===== config.mk =====
export PLATFORM = sky130hd
export DESIGN_NAME = pdh_sqrt_cell
export DESIGN_NICKNAME = d
export VERILOG_FILES = /design/src/sv/pdh_pkg.sv /design/src/sv/pdh_sqrt_cell.sv
export SDC_FILE = /design/constraint.sdc
export NUM_CORES = 1
export LEC_CHECK = 0
export ABC_AREA = 1
export BUFFER_PORTS_ARGS = -buffer_cell sky130_fd_sc_hd__buf_2
export CAP_MARGIN = 20
export CORE_AREA = 3 3 81 83
export DETAILED_ROUTE_END_ITERATION = 8
export DIE_AREA = 0 0 84 86
export PLACE_DENSITY = 0.77
export SLEW_MARGIN = 10
export SYNTH_ARGS = -nofsm -noshare
export SYNTH_HDL_FRONTEND = slang
export SYNTH_SLANG_ARGS = --single-unit

===== constraint.sdc =====
create_clock -name clk -period 3.5 [get_ports clk]
set_clock_uncertainty 0.1 [all_clocks]
set_input_delay 1.05 -clock clk [delete_from_list [all_inputs] [get_ports clk]]
set_output_delay 1.05 -clock clk [all_outputs]
set_load 0.02 [all_outputs]

===== src/sv/pdh_pkg.sv =====
// shared types and constants for the pair distance histogram
package pdh_pkg;

  localparam int unsigned COORD_W = 16;
  localparam int unsigned BIN_W = 6;
  localparam int unsigned COUNT_W = 20;
  localparam int unsigned BWID_W = 16;
  localparam int unsigned DIST_W = 18;
  localparam logic [COUNT_W-1:0] COUNT_MAX = '1;
  localparam logic [BWID_W-1:0] BWID_RESET = 16'd1448;

  typedef enum logic {
    CMD_LOAD = 1'b0,
    CMD_FINISH = 1'b1
  } cmd_t;

  typedef struct packed {
    logic [COORD_W-1:0] x;
    logic [COORD_W-1:0] y;
    logic [COORD_W-1:0] z;
  } pos_t;

  typedef struct packed {
    cmd_t cmd;
    logic [COORD_W-1:0] pos_x;
    logic [COORD_W-1:0] pos_y;
    logic [COORD_W-1:0] pos_z;
  } in_item_t;

  typedef struct packed {
    logic [BIN_W-1:0] bin_index;
    logic [COUNT_W-1:0] pair_count;
    logic last_bin;
    logic dropped;
  } out_item_t;

endpackage


===== src/sv/pdh_sqrt_cell.sv =====
// one cell of the square root chain: retires one root bit per cycle
module pdh_sqrt_cell #(
  parameter int unsigned STEP = 0
) (
  input  logic                        clk,
  input  logic                        vld_in,
  input  logic [2*pdh_pkg::DIST_W-1:0] rem_in,
  input  logic [pdh_pkg::DIST_W-1:0]  root_in,
  output logic                        vld_out,
  output logic [2*pdh_pkg::DIST_W-1:0] rem_out,
  output logic [pdh_pkg::DIST_W-1:0]  root_out,
  input  logic                        rst_n
);

  localparam int unsigned DW = pdh_pkg::DIST_W;
  localparam int unsigned RB = DW - 1 - STEP;

  // rem holds radicand minus root squared; adding bit RB to the root costs
  // 2 * root * 2^RB + 2^(2*RB), and the two terms never overlap
  logic [2*DW-1:0] trial;
  logic fits;

  always_comb begin
    trial = ((2*DW)'(root_in) << (RB + 1)) | ((2*DW)'(1) << (2 * RB));
    fits = (rem_in >= trial);
  end

  always_ff @(posedge clk) begin
    if (!rst_n) begin
      vld_out <= 1'b0;
    end else begin
      vld_out <= vld_in;
    end
    rem_out <= fits ? rem_in - trial : rem_in;
    root_out <= fits ? (root_in | (DW'(1) << RB)) : root_in;
  end

endmodule


==> results of run 1 <==
## final cells by class
class,count,area share (%)
tap,75,2.68
clock buffer,5,1.97
multi-input combinational,231,39.5
clock inverter,2,1.07
timing repair buffer,112,16.4
inverter,64,6.86
sequential,55,31.5
## worst max path at each step
| stage | from | endpoint | slack [ps] | cells after the start |
|---|---|---|---|---|
| finish | rem_in[18] | rem_out[28] | 770 | 14 |
| detailed placement | root_in[9] | rem_out[22] | 470 | 12 |
| global placement | root_in[9] | rem_out[24] | 500 | 12 |
| CTS | rem_in[18] | rem_out[22] | 780 | 10 |
| floorplan | rem_in[18] | rem_out[28] | 820 | 13 |
| global route | root_in[9] | rem_out[29] | 620 | 11 |
## flip-flops by register name, indices dropped and copies added, names as in the netlist
register and cells:
rem_out 36, root_out 18, vld_out 1
## cells in the mapped netlist, drive strengths merged
master	n	area share, %
a21oi	12	2.2
and2	2	0.45
buf	3	1.4
dfxtp	55	40
fa	1	0.72
ha	17	7.7
inv	64	8.7
nand2	104	15
nand3	20	5.3
nand3b	4	1.1
nand4	14	4.3
nor2	29	5.4
nor3	3	0.54
o21ai	14	3.9
o21bai	2	0.54
xnor2	1	0.32
xor2	8	2.5
## power groups by stage
stage	Clock [mW]	Combinational [mW]	Sequential (mW)
5_1_grt	0.455	0.477	0.697
6_report	0.414	0.430	0.691
4_1_cts	0.430	0.432	0.691
2_1_floorplan	0	0.224	0.779
3_3_place_gp	0	0.424	0.705
3_5_place_dp	0	0.430	0.705
## kinds of logic (layout without fill, tap and decap cells)
| family | after synthesis | count (layout) | synth area share [%] |
|---|---|---|---|
| xor gates and xnor gates | 9 | 9 | 2.85 |
| buffers and inverters | 67 | 183 | 10.1 |
| and+or+nand+nor | 176 | 176 | 32.1 |
| adders and majority gates | 18 | 18 | 8.42 |
| DFF | 55 | 55 | 39.8 |
| AOI/OAI and AO/OA | 28 | 28 | 6.61 |
## worst max-delay path, delay by kind of cell
family                   cells  cell delay (ps)
XOR/XNOR                     1              140
adder cells (fa/ha/maj)      2              660
buffers and inverters        3              250
AND/OR/NAND/NOR              8              710
## placed cells by master (no fill, tap or decap), types with 2 or more instances in the layout
| cell | instances |
|---|---|
| a21oi_1 | 12 |
| and2_1 | 2 |
| buf_2 | 111 |
| clkbuf_8 | 5 |
| dfxtp_1 | 55 |
| ha_1 | 17 |
| inv_1 | 63 |
| nand2_1 | 96 |
| nand2_2 | 7 |
| nand3_1 | 12 |
| nand3_2 | 7 |
| nand3b_1 | 4 |
| nand4_1 | 12 |
| nand4_4 | 2 |
| nor2_1 | 24 |
| nor2_4 | 3 |
| nor3_1 | 3 |
| o21ai_0 | 4 |
| o21ai_2 | 10 |
| o21bai_1 | 2 |
| xor2_1 | 8 |
## through the flow
stage / instances / worst slack (ps)
finish: 544 / 769
global placement: 537 / 496
global route: 544 / 619
detailed placement: 537 / 471
floorplan: 353 / 821
CTS: 544 / 783
## metal layers
layer / wire length, µm / share of wire, %
met1: 2970 / 45
met2: 3000 / 45
met3: 580 / 8.8
met4: 59 / 0.89
met5: 0 / 0
==> results_dict.tcl, run 1 <==
set metrics [dict create \
    cts_setup_buffers 0 \
    cp.required_ps 3600 \
    overflow 0 \
    use_met2_pct 31.9 \
    drt-total-wl_um 6610 \
    rsz0062_at_grt "false" \
    hold_viol_final 0 \
    p_int_mw 1.05 \
    grt_pass1_wl_um 10800 \
    hold_path_depth 1 \
    busiest_layer "met2" \
    final.hold.worst_slack_ps 743 \
    ir_drop_mv 0.238 \
    ctsResizeCount 0 \
    min_from "root_in[16]" \
    antenna_found_initial 0 \
    switching_power_mw 0.490 \
    met1_usage_pct 22.5 \
    die_w_um 84 \
    grt.total_usage_pct 18.2 \
    drc 0 \
    cap_viol_max_count 0 \
    diodes 0 \
    fin_crit_sh_pct 78.0 \
    fill_cells 558 \
    vias 2557 \
    drtPass1Iterations 5 \
    slew_headroom_pct 74.9 \
    pwr-share-clk_pct 27.0 \
    hold_path.class "input port to flip-flop" \
    use_met3_pct 4.42 \
    core_area_um2 5920 \
    synthesis.area_um2 2760 \
    setup_viol 0 \
    drive_above_1_share_pct 32.6 \
    ctsHtreeMaxLevel 2 \
    cts_inserted_buffers 5 \
    status "complete, no violations" \
    num_rows 28 \
    critPathKind "input port to flip-flop" \
    critPathMostFrequentCell "nand2_1" \
    areaGrowthSynthToFinish_pct 26.6 \
    syn_area_per_cell_um2 7.83 \
    start_kind "input port" \
    power_density_nw_per_um2 439 \
    ant_nets 0 \
    io_pins 112 \
    ys_seq_elements 55 \
    tns_ps 0 \
    holdPathEnd "root_out[16]" \
    die-area_um2 7220 \
    nets 544 \
    clk_path_buf_depth 2 \
    dpl.hpwl_um 5370 \
    pwr-share-seq_pct 45.0 \
    ctsHoldBuffers 0 \
    fin_crit_ps 2730 \
    maxSlewViolCount 0 \
    worstPathMaxFanout 3 \
    crit_arrival_ps 2830 \
    routabilityCongestion 0.943 \
    utilization_pct 59.1 \
    ys_warn_count 0 \
    stdcell_area_um2 3500 \
    cts_tree "built" \
    path_clk_slew_ps 90 \
    p_total_mw 1.54 \
    io_buffers 111 \
    synth_cell_type_count 29 \
    vias_per_cell 4.70 \
    sw_frac_of_total_pct 31.9 \
    synth_cells 353 \
    crit_slowest_cell "fa_1" \
    fmax_ghz 0.366 \
    p_leak_nw 1.97 \
    worstSetupEndpointType "flip-flop" \
    p_comb_share_pct 28.0 \
    wl_per_cell_um 12.1 \
    worst_pin_slew_ps 377 \
    grt_max_degree 23 \
    multi_input_area_um2 1380 \
    path_cells "buf_2 > inv_1 > ha_1 > inv_1 > fa_1 > nand3_1 > nand3_1 > nand2_1 > nand2_1 > nand2_1 > nand2_1 > xor2_1 > nand2_1 > nand2_1" \
    first_global_vias 2455 \
    cpPeakStageDelay_ps 480 \
    cts_root_buffer "clkbuf_8" \
    synthesis.nets 428 \
    placedInstanceArea_um2 3390 \
    ys_seq_area_share_pct 39.8 \
    start_util_pct 46.7 \
    dieHeight_um 86 \
    clock-sinks 55 \
    drt_iter0_drc 124 \
    seqCellArea_um2 1100 \
]
No activity file was read; power rests on OpenSTA's default activity.
==> inputs of run 2 (changes only) <==
Settings changed: CORE_AREA 3 3 81 83 to 3 3 84 86, DIE_AREA 0 0 84 86 to 0 0 87 89, PLACE_DENSITY 0.77 to 0.75.
Clock period 3.5 ns to 2.4 ns, I/O delays scaled along.
==> run 2 against run 1 <==
Net effect:
- wire length is 5.0% higher
- setup slack worse by 540 ps
- non-clock buffer count is 41 higher
- sequential power is 46% higher
- critical path type unchanged
- largest cell class unchanged
- count of clock-buffer cells in the layout stayed put
==> results_dict.tcl, run 2 (synthesized netlist as in run 1, its figures left out) <==
set metrics [dict create \
    top_register "rem_out" \
    use_met2_pct 31.6 \
    status "complete, no violations" \
    die-area_um2 7740 \
    p_total_mw 2.25 \
    ctsHoldBuffers 0 \
    overflow 0 \
    hold_path.class "input port to flip-flop" \
    rsz0062_at_grt "false" \
    ctsResizeCount 0 \
    busiest_layer "met2" \
    start_util_pct 43.5 \
    fmax_ghz 0.461 \
    path_cells "buf_2 > inv_1 > ha_1 > inv_1 > fa_1 > nand3_1 > nand3_1 > nand2_1 > nand2_1 > nand2_1 > nand2_1 > xor2_1 > nand2_1 > nand2_1" \
    drt-total-wl_um 6940 \
    hold_viol_final 0 \
    die_w_um 87 \
    switching_power_mw 0.747 \
    dpl.hpwl_um 5780 \
    io_pins 112 \
    num_rows 29 \
    io_buffers 111 \
    p_int_mw 1.50 \
    ant_nets 0 \
    cp.required_ps 2510 \
    power_density_nw_per_um2 589 \
    diodes 0 \
    drtPass1Iterations 4 \
    crit_slowest_cell "fa_1" \
    cts_tree "built" \
    layout_common_cells "111 x buf_2, 96 x nand2_1, 63 x inv_1" \
    hold_path_depth 1 \
    reg_top3 "rem_out: 36 flops, root_out: 18 flops, vld_out: 1 flops" \
    ctsHtreeMaxLevel 2 \
    core_area_um2 6350 \
    areaGrowthSynthToFinish_pct 38.2 \
    use_met3_pct 3.78 \
    p_leak_nw 2.17 \
    drive_above_1_share_pct 38.2 \
    fin_crit_sh_pct 90.5 \
    grt_pass1_wl_um 11200 \
    antenna_found_initial 0 \
    cap_viol_max_count 0 \
    pwr-share-clk_pct 23.1 \
    routabilityCongestion 0.893 \
    final.hold.worst_slack_ps 411 \
    critPathKind "input port to flip-flop" \
    maxSlewViolCount 0 \
    sw_frac_of_total_pct 33.2 \
    worstPathMaxFanout 3 \
    wl_per_cell_um 11.8 \
    pwr-share-seq_pct 44.8 \
    first_global_vias 2592 \
    worst_pin_slew_ps 371 \
    nets 585 \
    cpPeakStageDelay_ps 400 \
    crit_arrival_ps 2280 \
    utilization_pct 60.2 \
    path_clk_slew_ps 100 \
    ir_drop_mv 0.417 \
    drc 0 \
    fin_crit_ps 2170 \
    slew_headroom_pct 75.3 \
    grt.total_usage_pct 18.4 \
    worstSetupEndpointType "flip-flop" \
    largest_register_ffs 36 \
    setup_viol 0 \
    p_comb_share_pct 32.1 \
    cts_inserted_buffers 5 \
    clock-sinks 55 \
    met1_usage_pct 23.3 \
    drt_iter0_drc 139 \
    layout_commonest_cell "buf_2" \
    grt_max_degree 19 \
    cts_root_buffer "clkbuf_8" \
    start_kind "input port" \
    vias_per_cell 4.60 \
    cts_setup_buffers 0 \
    vias 2702 \
    clk_path_buf_depth 2 \
    critPathMostFrequentCell "nand2_1" \
    dieHeight_um 89 \
]
-- run 2: area by class of cell --
cell class                 instances  area (µm²)
fill                             572        2530
clock buffer                       5        68.8
timing repair buffer             153         908
inverter                          64         240
multi-input combinational        231        1380
tap                               77        96.3
clock inverter                     3        22.5
sequential                        55        1100
-- run 2: routing by layer --
layer  routed length [µm]  share of wire [%]
met5                    0                  0
met4                   60               0.86
met3                  527                7.6
met2                 3280                 47
met1                 3070                 44
-- run 2: power groups by stage --
stage | clock, mW | combinational (mW) | sequential (mW)
finish | 0.519 | 0.724 | 1.01
detailed placement | 0 | 0.725 | 1.03
global route | 0.578 | 0.801 | 1.02
CTS | 0.542 | 0.728 | 1.01
global placement | 0 | 0.712 | 1.03
floorplan | 0 | 0.327 | 1.14
-- run 2: path summary, 6_finish.rpt --
| kind | start | to |
|---|---|---|
| worst max-delay path | rem_in[18] | rem_out[28] |
| worst min-delay path | root_in[16] | root_out[16] |
-- run 2: worst max-delay path: cells and delay by family --
kind | cells | cell delay (ps)
and+or+nand+nor | 8 | 620
buffers and inverters | 3 | 230
adders and majority gates | 2 | 570
xor gates and xnor gates | 1 | 140
-- run 2: metrics by stage --
step | std cells | worst slack [ps] | setup TNS [ps] | area [µm²]
2_1_floorplan | 353 | 50.7 | 0 | 2760
3_3_place_gp | 580 | -87.2 | -575 | 3730
3_5_place_dp | 580 | -84.4 | -791 | 3730
4_1_cts | 588 | 224 | 0 | 3820
5_1_grt | 588 | 26.5 | 0 | 3820
6_report | 588 | 229 | 0 | 3820
